[src/rtl/assert_macros.svh]
// Assertion macros of the DPD pair force core, used by its queue.
`ifndef ASSERT_MACROS_SVH
`define ASSERT_MACROS_SVH
`ifndef ASSERT_OFF
`define ASSERT_NEVER(lbl, clk, rst_n, expr, msg) \
  lbl: assert property (@(posedge clk) disable iff (!rst_n) !(expr)) else $error(msg);
`define ASSERT_NEXT(lbl, clk, rst_n, ante, cons, msg) \
  lbl: assert property (@(posedge clk) disable iff (!rst_n) (ante) |=> (cons)) else $error(msg);
`else
`define ASSERT_NEVER(lbl, clk, rst_n, expr, msg)
`define ASSERT_NEXT(lbl, clk, rst_n, ante, cons, msg)
`endif
`endif

[src/rtl/dpf_pkg.sv]
// Types, constants and helper functions of the DPD pair force core.
package dpf_pkg;

  localparam int unsigned CFG_W    = 32;
  localparam int unsigned CFG_IDX_W = 3;
  localparam logic [CFG_IDX_W-1:0] CFG_IDX_A0    = 3'd0;
  localparam logic [CFG_IDX_W-1:0] CFG_IDX_GAMMA = 3'd1;
  localparam logic [CFG_IDX_W-1:0] CFG_IDX_SIGMA = 3'd2;
  localparam logic [CFG_IDX_W-1:0] CFG_IDX_CUT   = 3'd3;
  localparam logic [CFG_IDX_W-1:0] CFG_IDX_ISDT  = 3'd4;

  localparam logic [31:0] RST_A0    = 32'd1638400;
  localparam logic [31:0] RST_GAMMA = 32'd294912;
  localparam logic [31:0] RST_SIGMA = 32'd196608;
  localparam logic [31:0] RST_CUT   = 32'd65536;
  localparam logic [31:0] RST_ISDT  = 32'd926819;

  localparam int unsigned QUEUE_DEPTH = 2;
  localparam int unsigned DIV_W       = 85;

  localparam logic [60:0] CAP60 = 61'h1000000000000000;
  localparam logic [47:0] MAX48 = 48'h7FFF_FFFF_FFFF;
  localparam logic [47:0] MIN48 = 48'h8000_0000_0000;

  typedef struct packed {
    logic signed [31:0] dx;
    logic signed [31:0] dy;
    logic signed [31:0] dz;
    logic signed [31:0] dvx;
    logic signed [31:0] dvy;
    logic signed [31:0] dvz;
    logic signed [15:0] noise_sample;
    logic [15:0]        special_factor;
    logic               last_neighbor;
  } in_item_t;

  typedef struct packed {
    logic signed [47:0] pair_fx;
    logic signed [47:0] pair_fy;
    logic signed [47:0] pair_fz;
    logic signed [47:0] pair_scalar;
    logic signed [47:0] pair_energy;
    logic               in_range;
    logic signed [47:0] atom_fx;
    logic signed [47:0] atom_fy;
    logic signed [47:0] atom_fz;
    logic               atom_done;
  } out_item_t;

  typedef struct packed {
    in_item_t    item;
    logic [63:0] rsq;
    logic        inr;
  } q_entry_t;

  typedef struct packed {
    logic        start;
    logic [5:0]  sh;
    logic [63:0] a;
    logic [63:0] b;
  } mul_req_t;

  typedef struct packed {
    logic        done;
    logic [63:0] prod;
    logic [60:0] res;
  } mul_rsp_t;

  typedef struct packed {
    logic             start;
    logic [DIV_W-1:0] dividend;
    logic [31:0]      divisor;
  } div_req_t;

  typedef struct packed {
    logic             done;
    logic [DIV_W-1:0] quo;
  } div_rsp_t;

  typedef enum logic [1:0] {FR_IDLE, FR_SQUARE, FR_PUSH} fr_state_t;

  typedef enum logic [2:0] {
    BK_IDLE, BK_SQRT, BK_DIV_WD, BK_DIV_U, BK_MUL, BK_DIV_SC, BK_OUT
  } bk_state_t;

  typedef enum logic [4:0] {
    MS_DOT0, MS_DOT1, MS_DOT2, MS_WD2, MS_CONS, MS_DRAG_G, MS_DRAG,
    MS_NOISE_S, MS_NOISE_T, MS_NOISE, MS_FM, MS_PF0, MS_PF1, MS_PF2,
    MS_EN_A, MS_EN_W, MS_EN
  } mul_step_t;

  // magnitude of a 32-bit two's complement value
  function automatic logic [31:0] mag32(input logic [31:0] v);
    return v[31] ? (~v + 32'd1) : v;
  endfunction

  // apply sign to a magnitude and saturate to 48 bits
  function automatic logic [47:0] sat48_sm(input logic [60:0] m, input logic neg);
    logic [47:0] r;
    if (neg) begin
      if (m > {13'd0, MIN48}) r = MIN48;
      else r = ~m[47:0] + 48'd1;
    end else begin
      if (m > {13'd0, MAX48}) r = MAX48;
      else r = m[47:0];
    end
    return r;
  endfunction

  // saturating 48-bit signed add
  function automatic logic [47:0] sat_add48(input logic [47:0] a, input logic [47:0] b);
    logic [48:0] s;
    logic [47:0] r;
    s = {a[47], a} + {b[47], b};
    if (s[48] != s[47]) r = s[48] ? MIN48 : MAX48;
    else r = s[47:0];
    return r;
  endfunction

endpackage

[src/rtl/dpf_front.sv]
// Front end: takes pair beats, forms the squared distance and classifies range.
module dpf_front (
  input  logic              clk,
  input  logic              rst_n,
  input  logic              in_valid,
  output logic              in_ready,
  input  dpf_pkg::in_item_t in_data,
  input  logic [31:0]       cut,
  input  logic              q_full,
  output logic              q_push,
  output dpf_pkg::q_entry_t q_wdata
);
  dpf_pkg::fr_state_t state_r, state_nxt;
  dpf_pkg::in_item_t  item_r;
  logic [1:0]  k_r;
  logic [63:0] acc_r;
  logic [63:0] cutsq_r;
  logic [31:0] dmag;
  logic [63:0] sq;

  // pick one coordinate per cycle
  always_comb begin
    unique case (k_r)
      2'd0:    dmag = dpf_pkg::mag32(item_r.dx);
      2'd1:    dmag = dpf_pkg::mag32(item_r.dy);
      2'd2:    dmag = dpf_pkg::mag32(item_r.dz);
      default: dmag = 32'd0;
    endcase
  end
  assign sq = dmag * dmag;

  // next state
  always_comb begin
    state_nxt = state_r;
    unique case (state_r)
      dpf_pkg::FR_IDLE:   if (in_valid) state_nxt = dpf_pkg::FR_SQUARE;
      dpf_pkg::FR_SQUARE: if (k_r == 2'd2) state_nxt = dpf_pkg::FR_PUSH;
      dpf_pkg::FR_PUSH:   if (!q_full) state_nxt = dpf_pkg::FR_IDLE;
      default:            state_nxt = dpf_pkg::FR_IDLE;
    endcase
  end

  // handshake outputs
  always_comb begin
    in_ready = (state_r == dpf_pkg::FR_IDLE);
    q_push   = (state_r == dpf_pkg::FR_PUSH) && !q_full;
  end

  // in range when squared distance is non-zero and below (cut << 8)^2
  always_comb begin
    q_wdata.item = item_r;
    q_wdata.rsq  = acc_r;
    q_wdata.inr  = (acc_r != 64'd0) && ({16'd0, acc_r} < {cutsq_r, 16'd0});
  end

  always_ff @(posedge clk) begin
    if (!rst_n) begin
      state_r <= dpf_pkg::FR_IDLE;
    end else begin
      state_r <= state_nxt;
    end
  end

  // capture beat and accumulate squares
  always_ff @(posedge clk) begin
    cutsq_r <= cut * cut;
    if (in_valid && in_ready) begin
      item_r <= in_data;
      k_r    <= 2'd0;
      acc_r  <= 64'd0;
    end else if (state_r == dpf_pkg::FR_SQUARE) begin
      acc_r <= acc_r + sq;
      k_r   <= k_r + 2'd1;
    end
  end
endmodule

[config.mk]
export PLATFORM = sky130hd
export DESIGN_NAME = dpf_front
export DESIGN_NICKNAME = d
export VERILOG_FILES = /design/src/rtl/assert_macros.svh /design/src/rtl/dpf_pkg.sv /design/src/rtl/dpf_front.sv
export SDC_FILE = /design/constraint.sdc
export NUM_CORES = 2
export LEC_CHECK = 0
export BUFFER_PORTS_ARGS = -buffer_cell sky130_fd_sc_hd__buf_4
export CORE_UTILIZATION = 45
export DETAILED_ROUTE_END_ITERATION = 8
export SYNTH_ARGS = -nofsm -noshare
export SYNTH_HDL_FRONTEND = slang
export SYNTH_SLANG_ARGS = --single-unit
export TNS_END_PERCENT = 20
[constraint.sdc]
create_clock -name clk -period 10.41 [get_ports clk]
set_input_delay 0.5205 -clock clk [delete_from_list [all_inputs] [get_ports clk]]
set_output_delay 0.5205 -clock clk [all_outputs]
set_load 0.005 [all_outputs]
Word level (Yosys, flattened, before mapping)
Index checks and enable logic that the tools add are counted.
{ "op_classes": {"add_sub_neg": 5, "multipliers": 2, "order_cmp": 1, "eq_ne": 7, "mux": 8, "n_bitwise": 3, "reduce_logical": 8} }
{ "ops": {"columns": ["operator", "n"], "rows": [
  ["multiplier 32 x 32 -> 64 bit", 2],
  ["adder 32 x 1 -> 32 bit (second input constant)", 3],
  ["two-way mux 32 bit", 3],
  ["inverter 32 bit", 3],
  ["one-hot mux 32 bit (3 select lines)", 1],
  ["less-than comparator 64 x 80 -> 1 bit", 1],
  ["adder 64 bit", 1],
  ["nonzero test 64 bit", 1],
  ["two-way mux 2 bit", 3],
  ["!= test 2 bit (second input constant)", 3],
  ["one-hot mux 2 bit (3 select lines)", 1],
  ["== test 2 x 1 -> 1 bit (second input constant)", 2],
  ["== test 2 bit (second input constant)", 2],
  ["zero test 2 bit", 2],
  ["logical AND 1 bit", 3],
  ["AND reduction 3 bit", 1],
  ["adder 2 x 1 -> 2 bit (second input constant)", 1],
  ["zero test 1 bit", 1]
]} }
{ "word_totals": {"register_bits": 357, "in_bits": 261, "elab_cells": 47} }

Logic depth before layout (Yosys ltp)
{ "depth": {"depth_word": 6, "ltp_mapped": 40, "depth_no_buf": 38} }

Worst setup path after synthesis
Ideal clock, no wire load.
{ "synth_path": {"path_kind": "register -> register", "start": "register item_r (netlist bit q_wdata[201])", "end": "register acc_r[58]", "setup_ps": 471, "arrival_time_ps": 9358, "t_required_ps": 9939, "slack_ps": 581, "stages_incl_launch_ff": 35, "synth_period_minus_slack_ps": 9829, "cell_sequence": "edfxtp_1 or4_4 or4b_4 or3_4 o21ai_1 xnor2_1 a22oi_1 nand2_1 clkbuf_1 clkbuf_1 nand2_1 fa_1 inv_1 fa_1 inv_1 fa_1 fa_1 inv_1 fa_1 fa_1 fa_1 inv_1 fa_1 inv_1 ha_1 a21oi_1 o21ai_0 a2111oi_0 nand4bb_1 a22oi_1 nor3_1 o31a_1 xnor2_1 nand2_1 a21oi_1"} }
{ "synth_between": {"elab_chain_cells": 6} }
{ "synth_rtl": {"columns": ["element", "line_no", "source"], "rows": [
  ["start, declared", "dpf_front.sv:14", "dpf_pkg::in_item_t item_r;"],
  ["start signal, assigned", "dpf_front.sv:68", "item_r <= in_data;"],
  ["inverter 32 bit", "dpf_pkg.sv:94", "return v[31] ? (~v + 32'd1) : v;"],
  ["adder 32 x 1 -> 32 bit", "dpf_pkg.sv:94", null],
  ["two-way mux 32 bit *", "dpf_pkg.sv:94", null],
  ["one-hot mux 32 bit (3 select lines) *", "dpf_front.sv:23", "unique case (k_r)"],
  ["multiplier 32 x 32 -> 64 bit *", "dpf_front.sv:30", "assign sq = dmag * dmag;"],
  ["adder 64 bit *", "dpf_front.sv:72", "acc_r <= acc_r + sq;"],
  ["end signal, assigned", "dpf_front.sv:72", null],
  ["end, declared", "dpf_front.sv:16", "logic [63:0] acc_r;"]
]} }
Mark *: on every way between the ends. The rest lies on a longest branch, timed or not.
A chain may end at the register's enable or synchronous reset.

Final worst setup path
{ "layout_path": {"start": "register item_r (netlist bit q_wdata[201])", "end": "register acc_r[42]"} }
The elaborated chain is that of the path after synthesis.

==> run_results.csv <==
group,metric,value,unit
outcome,status,"finished, final reports clean",
sta,setup_viol,0,
clock_tree,cts_tree,"yes",
die,die_x,405,microns
global_route,grt_pass1_wl,369000,microns
route,wl,244000,microns
synth,synth_edf_count,225,
worst_setup_path,cp_data_required_time,10.86,ns
worst_setup_path,worst-setup-path-type,"reg2reg",
cells_and_area,syn2layout_area_growth,13.2,%
synth,synth_top_area_cell,"fa_1",
clock_tree,clock_path_buffers,3,
worst_setup_path,crit_slowest_cell,"fa_2",
sta,tightest_slew,1.09,ns
synth,yosysWarnings,0,
die,initial_core_util,0.455,
route,ant_nets,0,
worst_setup_path,max_stage_delay,0.64,ns
worst_setup_path,startpoint,"q_wdata[201]",
cells_and_area,ff_latch_area,9380,sq um
synth,seq_area_frac_synth,0.128,
worst_setup_path,rr_startpoint,"q_wdata[201]",
worst_setup_path,r2r_slack,0.21,ns
global_route,grt_max_degree,82,
job,max_cap_viol_count,0,
worst_setup_path,worstRegToRegCells,33,
route,wl_per_cell,23.4,microns
clock_tree,clockRootBuffer,"clkbuf_16",
route,drt_first_pass_iters,6,
placed_design,numPortBuffers,552,
placed_design,detailed_place_hpwl,205000,microns
route,drtIter0Drc,4242,
clock_tree,clk_latency,0.64,ns
synth,synth_flop_cell,"edfxtp_1",
route,drc,0,
sta,fin_worst_skew,0.0358,ns
worst_hold_path,hold_class,"in2reg",
synth,ys_top_cells_by_area,"fa_1, inv_1, ha_1",
clock_tree,ctsHtreeMaxLevel,2,
route,routed_via_density,5.25,
synth,synthTopCellsByCount,"inv_1, fa_1, nand2_1, ha_1, nor2_1",
worst_setup_path,endpoint,"acc_r[42]",
sta,finalSetupTns,0,ns
sta,drv_slew,0,
synth,syn_avg_cell_area,9.65,sq um
global_route,grt_overflow,0,
global_route,grtUsageTotal,0.305,
cells_and_area,multi_input_area,54900,sq um
worst_setup_path,r2r-end,"acc_r[42]",
sta,maxSlewHeadroom,0.258,
cells_and_area,nFillCells,15100,
global_route,antenna_found_initial,11,
sta,fin_crit_sh,0.980,
clock_tree,clkTransAtPathRegs,0.07,ns
die,io_pins,553,
global_route,grt_pass1_vias,59000,
sta,layout_min_cycle_time,10.20,ns
synth,syn-num-nets,10100,
sta,grt_setup_unrepaired,"yes",
die,die_area,164000,sq um
sta,timing_hold_violations_final,0,
die,core_area,161000,sq um
clock_tree,cts_sinks,356,
synth,yosys_register_bits,356,
synth,synth_cells,7582,
worst_setup_path,crit_arrival,10.65,ns
synth,synth_top_area_frac,0.460,
route,num_vias,54600,
worst_setup_path,start_kind,"flop",
cells_and_area,final_cell_area,82800,sq um
die,die_h,405,microns
die,num_rows,147,
sta,clock.fmax,0.0980,GHz
synth,synthesis.area,73200,sq um
cells_and_area,drive_gt1_frac,0.119,
synth,synthDistinctLibCells,87,
placed_design,gp_congestion,1.02,
worst_setup_path,crit_path_end_kind,"flop",
cells_and_area,layout.nets,10700,
clock_tree,cts_buffers,43,
synth,async_flop_share,0,
synth,yosysMostFrequentCell,"inv_1",
placed_design,dpl_cell_area,81100,sq um
worst_setup_path,path_max_fanout,8,
==> worst min path at each step <==
| stage | cells past startpoint | from | end |
|---|---|---|---|
| final | 1 | in_data[74] | q_wdata[139] |
| after global routing | 1 | in_data[63] | q_wdata[128] |
| after CTS | 1 | in_data[39] | q_wdata[104] |
| after detailed placement | 2 | acc_r[3] | acc_r[3] |
| after global placement | 2 | k_r[1] | k_r[1] |
| after floorplan | 2 | k_r[1] | k_r[1] |
==> layout by cell type, fill, tap and decap left out, types with 23 or more instances in the layout <==
master and n:
nor2_1 403, edfxtp_1 225, or3_1 23, buf_4 803
a21o_1 101, xor2_1 77, and2_1 215, nor4_1 33
clkbuf_16 43, nand4_1 41, nor3_1 28, o31ai_1 37
o21ai_0 112, o21bai_1 24, inv_1 2183, fa_1 1679
ha_1 570, nand2_1 718, a21oi_1 185, dfxtp_1 131
nand3_1 43, xnor2_1 150, nand2b_1 35
==> registers in the layout, indices dropped and copies added (netlist names) <==
register and count:
acc_r 64, q_wdata 225, k_r 2, cutsq_r 63, state_r 2
==> critical path: cells and delay by family (launching register included) <==
family	cells	cell delay (ns)
adder cells (fa/ha/maj)	9	4.29
AND/OR/NAND/NOR	7	2.30
AO/OA/AOI/OAI	7	1.85
buffers and inverters	8	0.67
XOR/XNOR	2	0.50
flip-flops	1	0.39
==> repair_timing <==
item,in CTS,in global routing
hold buffers,0,0
setup buffers,0,3
pin swaps,0,6
setup endpoints to repair,7,32
cloned,0,0
resized for setup,4,58
==> cell families (layout without fill, tap and decap cells) <==
group / count (synthesis) / count (layout) / synth area share
buf+inv: 2434 / 3091 / 0.125
xor+xnor: 227 / 227 / 0.0272
flops: 356 / 356 / 0.128
other cells: 0 / 2 / 0
simple gates: 1652 / 1652 / 0.103
fa+ha+maj: 2252 / 2252 / 0.557
compound gates: 653 / 653 / 0.0581
mux: 8 / 8 / 0.00111
==> final cells by class <==
class | count | area share
repair buffers | 811 | 0.0742
multi-input cells | 4792 | 0.662
clock inverters | 23 | 0.00316
flip-flops and latches | 356 | 0.113
clock buffers | 54 | 0.0142
well taps | 2160 | 0.0326
inverters | 2203 | 0.100
diodes | 2 | 0.0000604
==> routing by layer <==
metal / part of all wire / track usage
met3: 0.092 / 0.0739
met1: 0.41 / 0.407
met2: 0.47 / 0.489
met5: 0.00028 / 0
met4: 0.037 / 0.0959
==> stage by stage <==
step / worst slack (ns) / instances / utilization / hold slack (ns)
2_1_floorplan: 0.581 / 7582 / - / 0.469
3_3_place_gp: -0.114 / 10300 / 0.504 / 0.480
3_5_place_dp: -0.223 / 10300 / 0.504 / 0.490
4_1_cts: 0.0226 / 10400 / 0.513 / 0.0201
5_1_grt: -0.0817 / 10400 / 0.515 / 0.0223
6_report: 0.206 / 10400 / 0.515 / 0.0632
Power is left out: the tool's default activity adds up to more than one toggle a clock period on the data nets, which glitch-free logic cannot reach.
