$ cat config.mk
export PLATFORM = sky130hd
export DESIGN_NAME = dpf_queue
export DESIGN_NICKNAME = d
export VERILOG_FILES = /design/src/rtl/dpf_pkg.sv /design/src/rtl/dpf_queue.sv
export VERILOG_INCLUDE_DIRS = /design/src /design/src/rtl
export SDC_FILE = /design/constraint.sdc
export NUM_CORES = 1
export LEC_CHECK = 0
export BUFFER_PORTS_ARGS = -buffer_cell sky130_fd_sc_hd__buf_2
export CAP_MARGIN = 20
export CORE_AREA = 2 2 230 232
export DETAILED_ROUTE_END_ITERATION = 16
export DIE_AREA = 0 0 232 234
export PLACE_DENSITY = 0.64
export REMOVE_ABC_BUFFERS = 1
export SLEW_MARGIN = 0
export SYNTH_ARGS = -nofsm -noshare
export SYNTH_HDL_FRONTEND = slang
export SYNTH_SLANG_ARGS = --single-unit
$ cat constraint.sdc
create_clock -name clk -period 16.9 [get_ports clk]
set_clock_uncertainty 0.2 [all_clocks]
set_input_delay 2.535 -clock clk [delete_from_list [all_inputs] [get_ports clk]]
set_output_delay 2.535 -clock clk [all_outputs]
set_load 0.01 [all_outputs]
$ cat src/rtl/assert_macros.svh
// Assertion macros of the DPD pair force core, used by its queue.
`ifndef ASSERT_MACROS_SVH
`define ASSERT_MACROS_SVH
`ifndef ASSERT_OFF
`define ASSERT_NEVER(lbl, clk, rst_n, expr, msg) \
  lbl: assert property (@(posedge clk) disable iff (!rst_n) !(expr)) else $error(msg);
`define ASSERT_NEXT(lbl, clk, rst_n, ante, cons, msg) \
  lbl: assert property (@(posedge clk) disable iff (!rst_n) (ante) |=> (cons)) else $error(msg);
`else
`define ASSERT_NEVER(lbl, clk, rst_n, expr, msg)
`define ASSERT_NEXT(lbl, clk, rst_n, ante, cons, msg)
`endif
`endif

$ cat src/rtl/dpf_pkg.sv
// Types, constants and helper functions of the DPD pair force core.
package dpf_pkg;

  localparam int unsigned CFG_W    = 32;
  localparam int unsigned CFG_IDX_W = 3;
  localparam logic [CFG_IDX_W-1:0] CFG_IDX_A0    = 3'd0;
  localparam logic [CFG_IDX_W-1:0] CFG_IDX_GAMMA = 3'd1;
  localparam logic [CFG_IDX_W-1:0] CFG_IDX_SIGMA = 3'd2;
  localparam logic [CFG_IDX_W-1:0] CFG_IDX_CUT   = 3'd3;
  localparam logic [CFG_IDX_W-1:0] CFG_IDX_ISDT  = 3'd4;

  localparam logic [31:0] RST_A0    = 32'd1638400;
  localparam logic [31:0] RST_GAMMA = 32'd294912;
  localparam logic [31:0] RST_SIGMA = 32'd196608;
  localparam logic [31:0] RST_CUT   = 32'd65536;
  localparam logic [31:0] RST_ISDT  = 32'd926819;

  localparam int unsigned QUEUE_DEPTH = 2;
  localparam int unsigned DIV_W       = 85;

  localparam logic [60:0] CAP60 = 61'h1000000000000000;
  localparam logic [47:0] MAX48 = 48'h7FFF_FFFF_FFFF;
  localparam logic [47:0] MIN48 = 48'h8000_0000_0000;

  typedef struct packed {
    logic signed [31:0] dx;
    logic signed [31:0] dy;
    logic signed [31:0] dz;
    logic signed [31:0] dvx;
    logic signed [31:0] dvy;
    logic signed [31:0] dvz;
    logic signed [15:0] noise_sample;
    logic [15:0]        special_factor;
    logic               last_neighbor;
  } in_item_t;

  typedef struct packed {
    logic signed [47:0] pair_fx;
    logic signed [47:0] pair_fy;
    logic signed [47:0] pair_fz;
    logic signed [47:0] pair_scalar;
    logic signed [47:0] pair_energy;
    logic               in_range;
    logic signed [47:0] atom_fx;
    logic signed [47:0] atom_fy;
    logic signed [47:0] atom_fz;
    logic               atom_done;
  } out_item_t;

  typedef struct packed {
    in_item_t    item;
    logic [63:0] rsq;
    logic        inr;
  } q_entry_t;

  typedef struct packed {
    logic        start;
    logic [5:0]  sh;
    logic [63:0] a;
    logic [63:0] b;
  } mul_req_t;

  typedef struct packed {
    logic        done;
    logic [63:0] prod;
    logic [60:0] res;
  } mul_rsp_t;

  typedef struct packed {
    logic             start;
    logic [DIV_W-1:0] dividend;
    logic [31:0]      divisor;
  } div_req_t;

  typedef struct packed {
    logic             done;
    logic [DIV_W-1:0] quo;
  } div_rsp_t;

  typedef enum logic [1:0] {FR_IDLE, FR_SQUARE, FR_PUSH} fr_state_t;

  typedef enum logic [2:0] {
    BK_IDLE, BK_SQRT, BK_DIV_WD, BK_DIV_U, BK_MUL, BK_DIV_SC, BK_OUT
  } bk_state_t;

  typedef enum logic [4:0] {
    MS_DOT0, MS_DOT1, MS_DOT2, MS_WD2, MS_CONS, MS_DRAG_G, MS_DRAG,
    MS_NOISE_S, MS_NOISE_T, MS_NOISE, MS_FM, MS_PF0, MS_PF1, MS_PF2,
    MS_EN_A, MS_EN_W, MS_EN
  } mul_step_t;

  // magnitude of a 32-bit two's complement value
  function automatic logic [31:0] mag32(input logic [31:0] v);
    return v[31] ? (~v + 32'd1) : v;
  endfunction

  // apply sign to a magnitude and saturate to 48 bits
  function automatic logic [47:0] sat48_sm(input logic [60:0] m, input logic neg);
    logic [47:0] r;
    if (neg) begin
      if (m > {13'd0, MIN48}) r = MIN48;
      else r = ~m[47:0] + 48'd1;
    end else begin
      if (m > {13'd0, MAX48}) r = MAX48;
      else r = m[47:0];
    end
    return r;
  endfunction

  // saturating 48-bit signed add
  function automatic logic [47:0] sat_add48(input logic [47:0] a, input logic [47:0] b);
    logic [48:0] s;
    logic [47:0] r;
    s = {a[47], a} + {b[47], b};
    if (s[48] != s[47]) r = s[48] ? MIN48 : MAX48;
    else r = s[47:0];
    return r;
  endfunction

endpackage

$ cat src/rtl/dpf_queue.sv
// Short queue between the classifying front end and the force back end.
`include "assert_macros.svh"
module dpf_queue #(
  parameter int unsigned DEPTH = dpf_pkg::QUEUE_DEPTH
) (
  input  logic              clk,
  input  logic              rst_n,
  input  logic              push,
  input  dpf_pkg::q_entry_t wdata,
  input  logic              pop,
  output dpf_pkg::q_entry_t rdata,
  output logic              full,
  output logic              empty
);
  localparam int unsigned AW = (DEPTH > 1) ? $clog2(DEPTH) : 1;
  localparam int unsigned CW = $clog2(DEPTH + 1);

  dpf_pkg::q_entry_t mem_r [DEPTH];
  logic [AW-1:0] wr_ptr_r, rd_ptr_r;
  logic [CW-1:0] count_r;

  assign full  = (count_r == CW'(DEPTH));
  assign empty = (count_r == '0);
  assign rdata = mem_r[rd_ptr_r];

  // store entry
  always_ff @(posedge clk) begin
    if (push) begin
      mem_r[wr_ptr_r] <= wdata;
    end
  end

  // advance pointers and count
  always_ff @(posedge clk) begin
    if (!rst_n) begin
      wr_ptr_r <= '0;
      rd_ptr_r <= '0;
      count_r  <= '0;
    end else begin
      if (push) begin
        wr_ptr_r <= (wr_ptr_r == AW'(DEPTH - 1)) ? '0 : wr_ptr_r + AW'(1);
      end
      if (pop) begin
        rd_ptr_r <= (rd_ptr_r == AW'(DEPTH - 1)) ? '0 : rd_ptr_r + AW'(1);
      end
      if (push && !pop) begin
        count_r <= count_r + CW'(1);
      end else if (pop && !push) begin
        count_r <= count_r - CW'(1);
      end
    end
  end

  `ASSERT_NEVER(a_push_full, clk, rst_n, push && full, "push into full queue")
  `ASSERT_NEVER(a_pop_empty, clk, rst_n, pop && empty, "pop from empty queue")
  `ASSERT_NEXT(a_count_up, clk, rst_n, push && !pop, count_r == $past(count_r) + CW'(1), "count did not rise")
endmodule

== After elaboration in Yosys (flattened, before gate mapping) ==
Memory sizes are Yosys's and may differ from the RTL's. A register that Yosys moved wholly into a read port is not among the register bits.
Cells that the tools add are included.

* Memory bits (writable): 580
* Output and inout bits: 292
* Register bits: 4
* Memories kept: 1

{| class="wikitable"
|+ Memory list
! name !! words !! width !! read ports !! clocked after Yosys merged registers in !! write ports !! line !! RTL
|-
| mem_r || 2 || 290 || 1 || 1 || 1 || dpf_queue.sv:18 || <nowiki>dpf_pkg::q_entry_t mem_r [DEPTH];</nowiki>
|}

* Reduce and logical (&&, ||, !) cells: 6
* Multiplexer cells: 8
* Add/subtract/negate cells: 4
* Equality and inequality tests: 1

{| class="wikitable"
|+ Operator list
! cell !! count
|-
| 2-to-1 mux 1 bit || 6
|-
| 2-to-1 mux 2 bit || 2
|-
| adder 1 bit (second input constant) || 2
|-
| adder 2 x 1 -> 2 bit (second input constant) || 1
|-
| equality test 2 bit (second input constant) || 1
|-
| logical AND 1 bit || 2
|-
| logical NOT 1 bit || 2
|-
| logical NOT 2 bit || 1
|-
| nonzero test 2 bit || 1
|-
| subtractor 2 x 1 -> 2 bit (second input constant) || 1
|}

== Depth between registers and ports, before layout ==
Gate-level depths: netlist of run 1.

* Word-level depth: 4
* Mapped depth: 5
* Mapped depth without buffers: 5

== Least setup slack after synthesis of run 1 ==
Ideal clock, no wire load.

* Kind: input to register
* Start point: input port push
* End point: register wr_ptr_r
* Stages: 2
* Data arrival time: 15.968 ns
* Slack: 0.614 ns
* Cells stage by stage: nor2b_1 o21a_1

{| class="wikitable"
|+ RTL lines
! item !! line !! RTL
|-
| start, declared || dpf_queue.sv:8 || <nowiki>input logic push,</nowiki>
|-
| end signal, assigned || dpf_queue.sv:41 || <nowiki>wr_ptr_r <= (wr_ptr_r == AW'(DEPTH - 1)) ? '0 : wr_ptr_r + AW'(1);</nowiki>
|-
| end, declared || dpf_queue.sv:19 || <nowiki>logic [AW-1:0] wr_ptr_r, rd_ptr_r;</nowiki>
|}

==> impl_metrics.xml, run 1 <==
<?xml version="1.0" encoding="UTF-8"?>
<metrics>
  <group name="sta">
    <metric name="worst-slew-pin-transition" unit="ns">1.016</metric>
    <metric name="layout_worst_path_cycle_share" unit="%">38.74</metric>
    <metric name="post-route-worst-setup-slack" unit="ns">10.35</metric>
    <metric name="relSlewSlack" unit="%">32.28</metric>
    <metric name="fmax" unit="MHz">152.7</metric>
    <metric name="final-hold-violation-count" unit="">0</metric>
    <metric name="fin_setup_tns" unit="ns">0</metric>
    <metric name="rsz0062_at_grt" unit="">no</metric>
    <metric name="post-route-min-period" unit="ns">6.547</metric>
    <metric name="setup_violations" unit="">0</metric>
    <metric name="slew_violations" unit="">0</metric>
  </group>
  <group name="worst_setup_path">
    <metric name="timing.reg2reg.worst_path_depth" unit="">3</metric>
    <metric name="startpoint_type" unit="">flip-flop</metric>
    <metric name="critPathKind" unit="">flip-flop to primary output</metric>
    <metric name="critical_path.reg2reg.endpoint" unit="">mem_r[1][58]$_DFFE_PP_</metric>
    <metric name="cpMostUsedCell" unit="">sky130_fd_sc_hd__buf_4</metric>
    <metric name="critPathArrivalTime" unit="ns">3.81</metric>
    <metric name="cp_slowest_cell" unit="">sky130_fd_sc_hd__buf_4</metric>
    <metric name="path_max_fanout" unit="">72</metric>
    <metric name="critical_path.max_stage_delay" unit="ns">0.90</metric>
    <metric name="required_time_reported_for_the_critical_path_endpoint" unit="ns">14.16</metric>
    <metric name="critPathBufInv" unit="">3</metric>
    <metric name="timing.critical_path.max_delay_family" unit="">buffers and inverters</metric>
    <metric name="count_of_cell_instances_traversed_by_the_critical_path" unit="">4</metric>
    <metric name="worstPathCellList" unit="">buf_4 -&gt; buf_4 -&gt; mux2_2 -&gt; buf_2</metric>
    <metric name="critPathCaptureType" unit="">primary output</metric>
    <metric name="critical_path.reg2reg.startpoint" unit="">wr_ptr_r$_SDFFE_PN0P_</metric>
    <metric name="timing.reg2reg.setup_slack" unit="ns">13.60</metric>
  </group>
  <group name="synthesis">
    <metric name="synth_area" unit="um^2">21510</metric>
    <metric name="ys_types" unit="">18</metric>
    <metric name="synth.area.top_cells" unit="">sky130_fd_sc_hd__edfxtp_1 (81%), sky130_fd_sc_hd__mux2_2 (9.9%), sky130_fd_sc_hd__mux2_4 (7.0%)</metric>
    <metric name="fraction_of_the_yosys_area_taken_by_sequential_cells" unit="%">81.45</metric>
    <metric name="post-synth-top-area-cell" unit="">sky130_fd_sc_hd__edfxtp_1</metric>
    <metric name="synthesis.yosys.warnings" unit="">0</metric>
    <metric name="syn_avg_cell_area" unit="um^2">23.27</metric>
    <metric name="synth_enable_flop_cells" unit="">580</metric>
    <metric name="syn_inst" unit="">924</metric>
    <metric name="async_set_or_reset_flop_fraction_in_the_synthesized_netlist" unit="%">0</metric>
    <metric name="synth_seq_cells" unit="">585</metric>
    <metric name="synth_top_cell_area_share" unit="%">80.99</metric>
    <metric name="synth_flop_cell" unit="">sky130_fd_sc_hd__edfxtp_1</metric>
  </group>
  <group name="detailed_routing">
    <metric name="route.detailed.drc" unit="">0</metric>
    <metric name="drt_wl_total" unit="um">47010</metric>
    <metric name="vias" unit="">10910</metric>
    <metric name="antenna_violating_nets_post_route" unit="">0</metric>
    <metric name="detail_route.first_pass.iterations" unit="">6</metric>
    <metric name="detailed_route_iter0_violations" unit="">529</metric>
    <metric name="drt-vias-per-instance" unit="">4.766</metric>
    <metric name="wl_per_cell" unit="um">20.55</metric>
  </group>
  <group name="placed_design">
    <metric name="dp_cells" unit="">2177</metric>
    <metric name="post-place-ws" unit="ns">10.92</metric>
    <metric name="dp_hpwl" unit="um">33200</metric>
    <metric name="port_buffers" unit="">585</metric>
    <metric name="place_congestion" unit="">0.8196</metric>
  </group>
  <group name="power">
    <metric name="total_leakage_power" unit="nW">10.23</metric>
    <metric name="seq_power_share" unit="%">52.7</metric>
    <metric name="fin_total_pwr" unit="mW">3.229</metric>
    <metric name="p_comb_share" unit="%">10.4</metric>
    <metric name="p_int" unit="mW">2.529</metric>
    <metric name="power.share.clock" unit="%">36.8</metric>
    <metric name="vdd.ir_drop.worst" unit="V">0.0001045</metric>
    <metric name="switching_power" unit="mW">0.7005</metric>
    <metric name="switching_share" unit="%">21.69</metric>
    <metric name="power.density_cell_area" unit="nW/um^2">119.8</metric>
  </group>
  <group name="global_route">
    <metric name="grt_start_max_net_pins" unit="">75</metric>
    <metric name="track_usage" unit="%">16.48</metric>
    <metric name="antenna_violations_before_repair" unit="">19</metric>
    <metric name="grt_pass1_wl" unit="um">66630</metric>
    <metric name="grt.overflow.total" unit="">0</metric>
    <metric name="via_count_of_the_first_global_routing_pass" unit="">11190</metric>
  </group>
  <group name="clock_tree">
    <metric name="post_cts_buffers" unit="">0</metric>
    <metric name="cts-resized-gates" unit="">0</metric>
    <metric name="htree_num_levels" unit="">2</metric>
    <metric name="cts_tree" unit="">yes</metric>
    <metric name="clk_path_buf_depth" unit="">3</metric>
    <metric name="cts-hold-fix-buffers" unit="">0</metric>
    <metric name="clkLatencyLatePin" unit="ns">0.59</metric>
    <metric name="numClockSinks" unit="">585</metric>
    <metric name="cts_buffers" unit="">58</metric>
    <metric name="cts_root_buffer" unit="">sky130_fd_sc_hd__clkbuf_16</metric>
    <metric name="clkTransAtPathRegs" unit="ns">0.06</metric>
  </group>
  <group name="min_path">
    <metric name="hp-class" unit="">flip-flop to flip-flop</metric>
    <metric name="timing.hold.worst_endpoint" unit="">count_r[1]$_SDFFE_PN0P_</metric>
    <metric name="min-delay-start" unit="">count_r[1]$_SDFFE_PN0P_</metric>
    <metric name="hold-path-cell-count" unit="">2</metric>
  </group>
  <group name="floorplan">
    <metric name="die_h" unit="um">234</metric>
    <metric name="placement_rows" unit="">84</metric>
    <metric name="die_width" unit="um">232</metric>
    <metric name="number_of_top_level_pins" unit="">586</metric>
    <metric name="floorplan.die_area" unit="um^2">54290</metric>
    <metric name="floorplan.initialDensity" unit="%">41.34</metric>
    <metric name="floorplan.core_area" unit="um^2">52020</metric>
  </group>
  <group name="layout">
    <metric name="final-seq-area" unit="um^2">17520</metric>
    <metric name="finish.cell_count_without_fillers" unit="">2288</metric>
    <metric name="final_common_cell" unit="">sky130_fd_sc_hd__buf_2</metric>
    <metric name="final.fill_count" unit="">4288</metric>
    <metric name="postLayoutCoreUtil" unit="%">51.79</metric>
    <metric name="syn2layout_area_growth" unit="%">25.29</metric>
    <metric name="share_of_post_route_cells_with_drive_strength_above_1" unit="%">60.84</metric>
    <metric name="multi_input_comb_area" unit="um^2">3764</metric>
    <metric name="layout.cells.most_common_list" unit="">sky130_fd_sc_hd__buf_2 (585), sky130_fd_sc_hd__edfxtp_1 (580), sky130_fd_sc_hd__mux2_2 (190)</metric>
    <metric name="nets" unit="">1844</metric>
  </group>
  <group name="run">
    <metric name="maxCapViolations" unit="">0</metric>
  </group>
  <group name="status">
    <metric name="status" unit="">completed</metric>
  </group>
</metrics>
[worst min-delay path, delay by kind of cell, from the launching register on]
family	cells	cell delay (ns)
DFF	1	0.33
AOI/OAI and AO/OA	2	0.14
[per-stage QoR]
step | hold slack [ns] | cell area, um^2
floorplan | 0.2729 | 21270
global placement | 0.2861 | 25170
detailed placement | 0.3126 | 25170
CTS | 0.3215 | 26920
global route | 0.3712 | 26930
finish | 0.3203 | 26940
[cells in the mapped netlist (2+ instances only)]
master	number
sky130_fd_sc_hd__edfxtp_1	580
sky130_fd_sc_hd__mux2_2	190
sky130_fd_sc_hd__mux2_4	100
sky130_fd_sc_hd__buf_2	20
sky130_fd_sc_hd__buf_6	11
sky130_fd_sc_hd__dfxtp_1	5
sky130_fd_sc_hd__and2_1	4
sky130_fd_sc_hd__nor2b_1	3
sky130_fd_sc_hd__xor2_1	2
[cell families (layout without fill, tap and decap cells)]
logic type,after synthesis,after routing,synth area share (%)
XOR/XNOR,3,3,0.1222
flip-flops,585,585,81.45
buffers and inverters,33,700,1.094
AND/OR/NAND/NOR,9,9,0.2502
adder cells (fa/ha/maj),1,1,0.05817
multiplexers,290,290,16.93
AO/OA/AOI/OAI,3,3,0.09309
other,0,9,0
[sequential cells by signal, summed over array words and instances (netlist names), named ones only]
register	cells
count_r	2
rd_ptr_r	1
mem_r	580
wr_ptr_r	1
[power groups by stage]
stage	Sequential (mW)	Combinational (mW)	Clock (mW)
2_1_floorplan	1.77	0.217	0
3_3_place_gp	1.73	0.338	0
3_5_place_dp	1.73	0.342	0
4_1_cts	1.70	0.343	1.23
5_1_grt	1.71	0.363	1.28
6_report	1.70	0.337	1.19
[metal layers]
layer | wire [um] | track usage (%)
met5 | 127 | 0
met2 | 24100 | 28.21
met4 | 1770 | 7.071
met3 | 4307 | 6.700
met1 | 16710 | 18.12
[final cells by class]
class / count / area share (%)
timing repair buffer: 597 / 11.20
clock inverter: 26 / 0.7616
antenna: 9 / 0.08358
sequential: 585 / 65.02
multi-input combinational: 306 / 13.97
inverter: 1 / 0.01393
clock buffer: 76 / 5.753
tap: 688 / 3.195
[worst max-delay path by stage]
stage,end,slack [ns]
after floorplan,wr_ptr_r$_SDFFE_PN0P_,0.61
after global placement,rdata[42],10.96
after detailed placement,rdata[284],10.92
after CTS,rdata[284],10.26
after global routing,rdata[139],10.12
final,rdata[284],10.35
(Power assumes the default switching activity.)
==> inputs of run 2 (changes only) <==
--- a/config.mk
+++ b/config.mk
@@ -6,6 +6,7 @@
 export SDC_FILE = /design/constraint.sdc
 export NUM_CORES = 1
 export LEC_CHECK = 0
+export ABC_AREA = 1
 export BUFFER_PORTS_ARGS = -buffer_cell sky130_fd_sc_hd__buf_2
 export CAP_MARGIN = 20
 export CORE_AREA = 2 2 230 232
==> constraint.sdc (replaced) <==
create_clock -name clk -period 5.5 [get_ports clk]
set_clock_uncertainty 0.2 [all_clocks]
set_input_delay 0.825 -clock clk [delete_from_list [all_inputs] [get_ports clk]]
set_output_delay 0.825 -clock clk [all_outputs]
set_load 0.01 [all_outputs]
==> run 2 against run 1 <==
Clock power increased to 3.4 times the previous value; final cell count increased by 1.4%; register-to-register slack got worse by 11 ns; area after synthesis about the same; setup slack got worse by 8.6 ns; synthesized cell count increased by 1.4%; critical path type unchanged; non-clock buffer count increased by 6.
==> impl_metrics.xml, run 2 <==
<?xml version="1.0" encoding="UTF-8"?>
<metrics>
  <group name="layout">
    <metric name="multi_input_comb_area" unit="um^2">3746</metric>
    <metric name="finish.cell_count_without_fillers" unit="">2320</metric>
    <metric name="postLayoutCoreUtil" unit="%">52.50</metric>
    <metric name="syn2layout_area_growth" unit="%">26.95</metric>
    <metric name="share_of_post_route_cells_with_drive_strength_above_1" unit="%">60.57</metric>
    <metric name="max_ffs_per_register" unit="">580</metric>
    <metric name="final-seq-area" unit="um^2">17520</metric>
    <metric name="final_common_cell" unit="">sky130_fd_sc_hd__buf_2</metric>
    <metric name="registers.top_by_ff_count" unit="">mem_r</metric>
    <metric name="final.fill_count" unit="">4211</metric>
    <metric name="layout.cells.most_common_list" unit="">sky130_fd_sc_hd__buf_2 (585), sky130_fd_sc_hd__edfxtp_1 (580), sky130_fd_sc_hd__mux2_2 (190)</metric>
    <metric name="nets" unit="">1864</metric>
    <metric name="biggestRegsByFlops" unit="">mem_r (580), count_r (2)</metric>
  </group>
  <group name="synthesis">
    <metric name="synth_area" unit="um^2">21520</metric>
    <metric name="syn_inst" unit="">937</metric>
    <metric name="synth.most_common_cell" unit="">sky130_fd_sc_hd__edfxtp_1</metric>
    <metric name="fraction_of_the_yosys_area_taken_by_sequential_cells" unit="%">81.41</metric>
    <metric name="synthesis.yosys.warnings" unit="">0</metric>
    <metric name="ys_types" unit="">15</metric>
    <metric name="synth_enable_flop_cells" unit="">580</metric>
    <metric name="syn_avg_cell_area" unit="um^2">22.96</metric>
    <metric name="async_set_or_reset_flop_fraction_in_the_synthesized_netlist" unit="%">0</metric>
    <metric name="synth_top_cell_area_share" unit="%">80.94</metric>
    <metric name="synth.area.top_cells" unit="">sky130_fd_sc_hd__edfxtp_1 (81%), sky130_fd_sc_hd__mux2_2 (9.9%), sky130_fd_sc_hd__mux2_4 (7.0%)</metric>
    <metric name="synth_flop_cell" unit="">sky130_fd_sc_hd__edfxtp_1</metric>
    <metric name="synth_seq_cells" unit="">585</metric>
    <metric name="yosys-top-cells-count" unit="">sky130_fd_sc_hd__edfxtp_1 (580), sky130_fd_sc_hd__mux2_2 (190), sky130_fd_sc_hd__mux2_4 (100)</metric>
    <metric name="post-synth-top-area-cell" unit="">sky130_fd_sc_hd__edfxtp_1</metric>
  </group>
  <group name="sta">
    <metric name="rsz0062_at_grt" unit="">no</metric>
    <metric name="fmax" unit="MHz">265.9</metric>
    <metric name="fin_setup_tns" unit="ns">0</metric>
    <metric name="relSlewSlack" unit="%">38.12</metric>
    <metric name="worst-slew-pin-transition" unit="ns">0.9283</metric>
    <metric name="final-hold-violation-count" unit="">0</metric>
    <metric name="slew_violations" unit="">0</metric>
    <metric name="layout_worst_path_cycle_share" unit="%">68.37</metric>
    <metric name="setup_violations" unit="">0</metric>
    <metric name="post-route-min-period" unit="ns">3.761</metric>
  </group>
  <group name="floorplan">
    <metric name="floorplan.core_area" unit="um^2">52020</metric>
    <metric name="floorplan.initialDensity" unit="%">41.36</metric>
    <metric name="die_h" unit="um">234</metric>
    <metric name="placement_rows" unit="">84</metric>
    <metric name="floorplan.die_area" unit="um^2">54290</metric>
    <metric name="number_of_top_level_pins" unit="">586</metric>
    <metric name="die_width" unit="um">232</metric>
  </group>
  <group name="detailed_routing">
    <metric name="route.detailed.drc" unit="">0</metric>
    <metric name="vias" unit="">11020</metric>
    <metric name="detail_route.first_pass.iterations" unit="">4</metric>
    <metric name="antenna_violating_nets_post_route" unit="">0</metric>
    <metric name="wl_per_cell" unit="um">20.35</metric>
    <metric name="drt_wl_total" unit="um">47210</metric>
    <metric name="drt-vias-per-instance" unit="">4.750</metric>
    <metric name="detailed_route_iter0_violations" unit="">548</metric>
  </group>
  <group name="worst_setup_path">
    <metric name="startpoint_type" unit="">flip-flop</metric>
    <metric name="critPathArrivalTime" unit="ns">2.74</metric>
    <metric name="path_max_fanout" unit="">82</metric>
    <metric name="timing.reg2reg.worst_path_depth" unit="">3</metric>
    <metric name="timing.reg2reg.setup_slack" unit="ns">3.05</metric>
    <metric name="critical_path.reg2reg.startpoint" unit="">wr_ptr_r$_SDFFE_PN0P_</metric>
    <metric name="required_time_reported_for_the_critical_path_endpoint" unit="ns">4.47</metric>
    <metric name="critical_path.reg2reg.endpoint" unit="">mem_r[1][3]$_DFFE_PP_</metric>
    <metric name="critPathCaptureType" unit="">primary output</metric>
    <metric name="critPathKind" unit="">flip-flop to primary output</metric>
  </group>
  <group name="power">
    <metric name="fin_total_pwr" unit="mW">10.17</metric>
    <metric name="vdd.ir_drop.worst" unit="V">0.0002717</metric>
    <metric name="power.density_cell_area" unit="nW/um^2">372.4</metric>
    <metric name="total_leakage_power" unit="nW">10.41</metric>
  </group>
  <group name="status">
    <metric name="status" unit="">completed</metric>
  </group>
  <group name="placed_design">
    <metric name="dp_cells" unit="">2195</metric>
    <metric name="dp_hpwl" unit="um">32920</metric>
    <metric name="place_congestion" unit="">0.8069</metric>
    <metric name="port_buffers" unit="">585</metric>
  </group>
  <group name="clock_tree">
    <metric name="clkLatencyLatePin" unit="ns">0.59</metric>
    <metric name="cts-resized-gates" unit="">0</metric>
    <metric name="cts_buffers" unit="">59</metric>
    <metric name="cts-hold-fix-buffers" unit="">0</metric>
    <metric name="clkTransAtPathRegs" unit="ns">0.06</metric>
    <metric name="clk_path_buf_depth" unit="">3</metric>
    <metric name="cts_tree" unit="">yes</metric>
    <metric name="numClockSinks" unit="">585</metric>
    <metric name="post_cts_buffers" unit="">0</metric>
    <metric name="cts_root_buffer" unit="">sky130_fd_sc_hd__clkbuf_16</metric>
    <metric name="htree_num_levels" unit="">2</metric>
  </group>
  <group name="global_route">
    <metric name="via_count_of_the_first_global_routing_pass" unit="">11220</metric>
    <metric name="grt.overflow.total" unit="">0</metric>
    <metric name="antenna_violations_before_repair" unit="">21</metric>
    <metric name="track_usage" unit="%">16.49</metric>
    <metric name="grt_start_max_net_pins" unit="">120</metric>
    <metric name="grt_pass1_wl" unit="um">66880</metric>
  </group>
  <group name="min_path">
    <metric name="timing.hold.worst_endpoint" unit="">mem_r[1][159]$_DFFE_PP_</metric>
    <metric name="hold-path-cell-count" unit="">1</metric>
    <metric name="hp-class" unit="">input pin to flip-flop</metric>
    <metric name="min-delay-start" unit="">wdata[159]</metric>
  </group>
  <group name="run">
    <metric name="maxCapViolations" unit="">0</metric>
  </group>
</metrics>
==> run 2: how the worst max path moves through the flow <==
stage / start / endpoint / slack (ns) / cells after the start
floorplan: push / mem_r[0][0]$_DFFE_PP_ / -8.63 / 2
global placement: flip-flop / rdata[93] / 2.41 / 3
detailed placement: flip-flop / rdata[147] / 2.37 / 3
CTS: flip-flop / rdata[47] / 1.69 / 3
global route: flip-flop / rdata[93] / 1.61 / 3
finish: flip-flop / rdata[30] / 1.74 / 3
==> run 2: report_power, final <==
| part | total [mW] | switching (mW) | internal [mW] |
|---|---|---|---|
| logic | 0.950 | 0.500 | 0.450 |
| registers | 5.24 | 0.0660 | 5.17 |
| clock network | 3.99 | 1.59 | 2.39 |
==> run 2: stage by stage <==
stage	hold WS [ns]	area, um^2	worst slack (ns)
global route	0.1730	27300	1.610
CTS	0.1642	27250	1.692
detailed placement	0.2903	25300	2.371
global placement	0.2726	25300	2.407
floorplan	0.2635	21290	-8.632
finish	0.2156	27310	1.739
==> run 2: cell families (layout without fill, tap and decap cells) <==
logic type      after synthesis  count (layout)  share of synthesized area (%)
flops                       585             585                          81.41
mux                         290             290                          16.92
buf+inv                      40             721                          1.215
simple gates                 19              19                         0.3489
compound gates                2               2                        0.04648
fa+ha+maj                     1               1                        0.05814
other cells                   0              14                              0
==> run 2: cell type report <==
type,instances,share of cell area (%)
timing repair buffer,603,11.56
clock inverter,37,1.411
tap,688,3.151
multi-input combinational,312,13.71
antenna,14,0.1283
inverter,8,0.1374
sequential,585,64.14
clock buffer,73,5.753
==> run 2: critical path: stages, from the launching register on <==
cell and delay (ns):
sky130_fd_sc_hd__dfxtp_4 0.93, sky130_fd_sc_hd__buf_12 0.43, sky130_fd_sc_hd__mux2_2 0.41, sky130_fd_sc_hd__buf_2 0.15
==> run 2: per-layer routing <==
metal	global-route usage, %	routed length, um	part of all wire [%]	vias up
met4	7.031	1604	3.4	14
li1	-	-	-	5017
met5	0	97	0.21	-
met3	6.590	4360	9.2	117
met2	27.41	23670	50	408
met1	18.97	17470	37	5464
==> inputs of run 3 (changes only) <==
==> constraint.sdc (replaced) <==
create_clock -name clk -period 3.2 [get_ports clk]
set_clock_uncertainty 0.2 [all_clocks]
set_input_delay 0.48 -clock clk [delete_from_list [all_inputs] [get_ports clk]]
set_output_delay 0.48 -clock clk [all_outputs]
set_load 0.01 [all_outputs]
==> run 3 against run 2 <==
Register-to-register slack got worse by 1.8 ns; flip-flop and latch count unchanged; count of clock-buffer cells in the layout increased by 8; via count rose by 11%; design area grew 11%; total power up 72%; wire length grew 8.1%; sequential power is 71% higher; non-clock buffer count is 298 higher; global-route usage is 1.5 points higher; utilization is 5.5 points higher; die area is the same; critical path type unchanged.
==> impl_metrics.xml, run 3 (synthesis results as in run 2) <==
<?xml version="1.0" encoding="UTF-8"?>
<metrics>
  <group name="clock_tree">
    <metric name="cts-resized-gates" unit="">0</metric>
    <metric name="htree_num_levels" unit="">2</metric>
    <metric name="cts_tree" unit="">yes</metric>
    <metric name="numClockSinks" unit="">585</metric>
    <metric name="clk_path_buf_depth" unit="">3</metric>
    <metric name="post_cts_buffers" unit="">0</metric>
    <metric name="cts-hold-fix-buffers" unit="">293</metric>
    <metric name="cts_root_buffer" unit="">sky130_fd_sc_hd__clkbuf_16</metric>
    <metric name="clkLatencyLatePin" unit="ns">0.58</metric>
    <metric name="clkTransAtPathRegs" unit="ns">0.06</metric>
    <metric name="cts_buffers" unit="">58</metric>
  </group>
  <group name="sta">
    <metric name="layout_worst_path_cycle_share" unit="%">89.27</metric>
    <metric name="setup_violations" unit="">0</metric>
    <metric name="post-route-worst-setup-slack" unit="ns">0.3434</metric>
    <metric name="timing.hold.ws" unit="ns">0.1337</metric>
    <metric name="relSlewSlack" unit="%">51.38</metric>
    <metric name="worst-slew-pin-transition" unit="ns">0.7294</metric>
    <metric name="final-hold-violation-count" unit="">0</metric>
    <metric name="rsz0062_at_grt" unit="">no</metric>
    <metric name="post-route-min-period" unit="ns">2.857</metric>
    <metric name="slew_violations" unit="">0</metric>
    <metric name="fmax" unit="MHz">350.1</metric>
  </group>
  <group name="layout">
    <metric name="syn2layout_area_growth" unit="%">40.32</metric>
    <metric name="stdcell_area" unit="um^2">30190</metric>
    <metric name="nets" unit="">2161</metric>
    <metric name="layout.cells.most_common_list" unit="">sky130_fd_sc_hd__buf_2 (585), sky130_fd_sc_hd__edfxtp_1 (580), sky130_fd_sc_hd__dlygate4sd3_1 (293)</metric>
    <metric name="registers.top_by_ff_count" unit="">mem_r</metric>
    <metric name="max_ffs_per_register" unit="">580</metric>
    <metric name="biggestRegsByFlops" unit="">mem_r (580), count_r (2)</metric>
    <metric name="share_of_post_route_cells_with_drive_strength_above_1" unit="%">51.13</metric>
    <metric name="finish.cell_count_without_fillers" unit="">2600</metric>
    <metric name="final_common_cell" unit="">sky130_fd_sc_hd__buf_2</metric>
  </group>
  <group name="global_route">
    <metric name="grt_start_max_net_pins" unit="">108</metric>
    <metric name="grt_pass1_wl" unit="um">73940</metric>
    <metric name="via_count_of_the_first_global_routing_pass" unit="">12880</metric>
    <metric name="antenna_violations_before_repair" unit="">3</metric>
    <metric name="track_usage" unit="%">17.95</metric>
    <metric name="grt.overflow.total" unit="">0</metric>
  </group>
  <group name="worst_setup_path">
    <metric name="path_max_fanout" unit="">36</metric>
    <metric name="startpoint_type" unit="">flip-flop</metric>
    <metric name="critPathArrivalTime" unit="ns">2.18</metric>
    <metric name="critical_path.reg2reg.endpoint" unit="">mem_r[1][91]$_DFFE_PP_</metric>
    <metric name="timing.reg2reg.setup_slack" unit="ns">1.20</metric>
    <metric name="critPathCaptureType" unit="">primary output</metric>
    <metric name="required_time_reported_for_the_critical_path_endpoint" unit="ns">2.52</metric>
    <metric name="critPathKind" unit="">flip-flop to primary output</metric>
    <metric name="critical_path.reg2reg.startpoint" unit="">wr_ptr_r$_SDFFE_PN0P_</metric>
    <metric name="timing.reg2reg.worst_path_depth" unit="">3</metric>
  </group>
  <group name="floorplan">
    <metric name="floorplan.die_area" unit="um^2">54290</metric>
    <metric name="placement_rows" unit="">84</metric>
    <metric name="die_width" unit="um">232</metric>
    <metric name="floorplan.initialDensity" unit="%">41.36</metric>
    <metric name="floorplan.core_area" unit="um^2">52020</metric>
    <metric name="die_h" unit="um">234</metric>
    <metric name="number_of_top_level_pins" unit="">586</metric>
  </group>
  <group name="placed_design">
    <metric name="dp_hpwl" unit="um">33420</metric>
    <metric name="postPlaceCellArea" unit="um^2">25420</metric>
    <metric name="dp_cells" unit="">2201</metric>
    <metric name="place_congestion" unit="">0.8112</metric>
    <metric name="port_buffers" unit="">585</metric>
    <metric name="post-place-ws" unit="ns">0.9321</metric>
  </group>
  <group name="status">
    <metric name="status" unit="">completed</metric>
  </group>
  <group name="detailed_routing">
    <metric name="vias" unit="">12190</metric>
    <metric name="detail_route.first_pass.iterations" unit="">4</metric>
    <metric name="route.detailed.drc" unit="">0</metric>
    <metric name="antenna_violating_nets_post_route" unit="">0</metric>
    <metric name="detailed_route_iter0_violations" unit="">494</metric>
    <metric name="wl_per_cell" unit="um">19.63</metric>
    <metric name="drt-vias-per-instance" unit="">4.688</metric>
    <metric name="drt_wl_total" unit="um">51030</metric>
  </group>
  <group name="min_path">
    <metric name="timing.hold.worst_endpoint" unit="">count_r[0]$_SDFFE_PN0P_</metric>
    <metric name="min-delay-start" unit="">push</metric>
    <metric name="hold-path-cell-count" unit="">3</metric>
    <metric name="hp-class" unit="">input pin to flip-flop</metric>
  </group>
  <group name="power">
    <metric name="power.density_cell_area" unit="nW/um^2">580.9</metric>
    <metric name="vdd.ir_drop.worst" unit="V">0.0005426</metric>
    <metric name="total_leakage_power" unit="nW">11.62</metric>
  </group>
  <group name="run">
    <metric name="maxCapViolations" unit="">0</metric>
  </group>
</metrics>
run 3: worst max path at each step:
stage                     slack (ns)  startpoint  cells past startpoint                     to
after global routing            0.22   flip-flop                      3             rdata[161]
after floorplan               -10.59        push                      2  mem_r[0][0]$_DFFE_PP_
final                           0.34   flip-flop                      3             rdata[161]
after CTS                       0.29   flip-flop                      4             rdata[116]
after detailed placement        0.93   flip-flop                      3             rdata[161]
after global placement          0.94   flip-flop                      3             rdata[161]
run 3: where the power goes:
part           internal [mW]  switching, mW  total, mW
combinational           1.02          0.966       1.99
sequential              8.88         0.0979       8.98
clock                   3.87           2.70       6.57
run 3: per-stage QoR:
step | total power [mW] | TNS (ns) | utilization, %
floorplan | 10.33 | -6056.12 | -
global placement | 10.80 | 0 | 48.85
detailed placement | 10.84 | 0 | 48.85
CTS | 17.71 | 0 | 58.02
global route | 18.16 | 0 | 58.03
finish | 17.54 | 0 | 58.03
run 3: routing by layer:
metal / GRT usage [%] / share of wire [%] / vias to the layer above
met1: 20.91 / 38 / 6090
li1: - / - / 5594
met3: 5.484 / 7.3 / 90
met2: 31.59 / 52 / 412
met4: 5.990 / 2.8 / 2
met5: 0 / 0.031 / -
run 3: worst max-delay path, stage by stage (launching register included):
cell and delay [ns]:
sky130_fd_sc_hd__dfxtp_4 0.50, sky130_fd_sc_hd__buf_4 0.50, sky130_fd_sc_hd__mux2_2 0.42, sky130_fd_sc_hd__buf_2 0.14
run 3: final cells by class:
class / instances / area [um^2]
multi-input cells: 312 / 3746
clock inverters: 22 / 234.0
repair buffers: 901 / 6183
clock buffers: 81 / 1602
inverters: 8 / 37.54
well taps: 688 / 860.8
fillers: 3922 / 21830
flip-flops and latches: 585 / 17520
diodes: 3 / 7.507
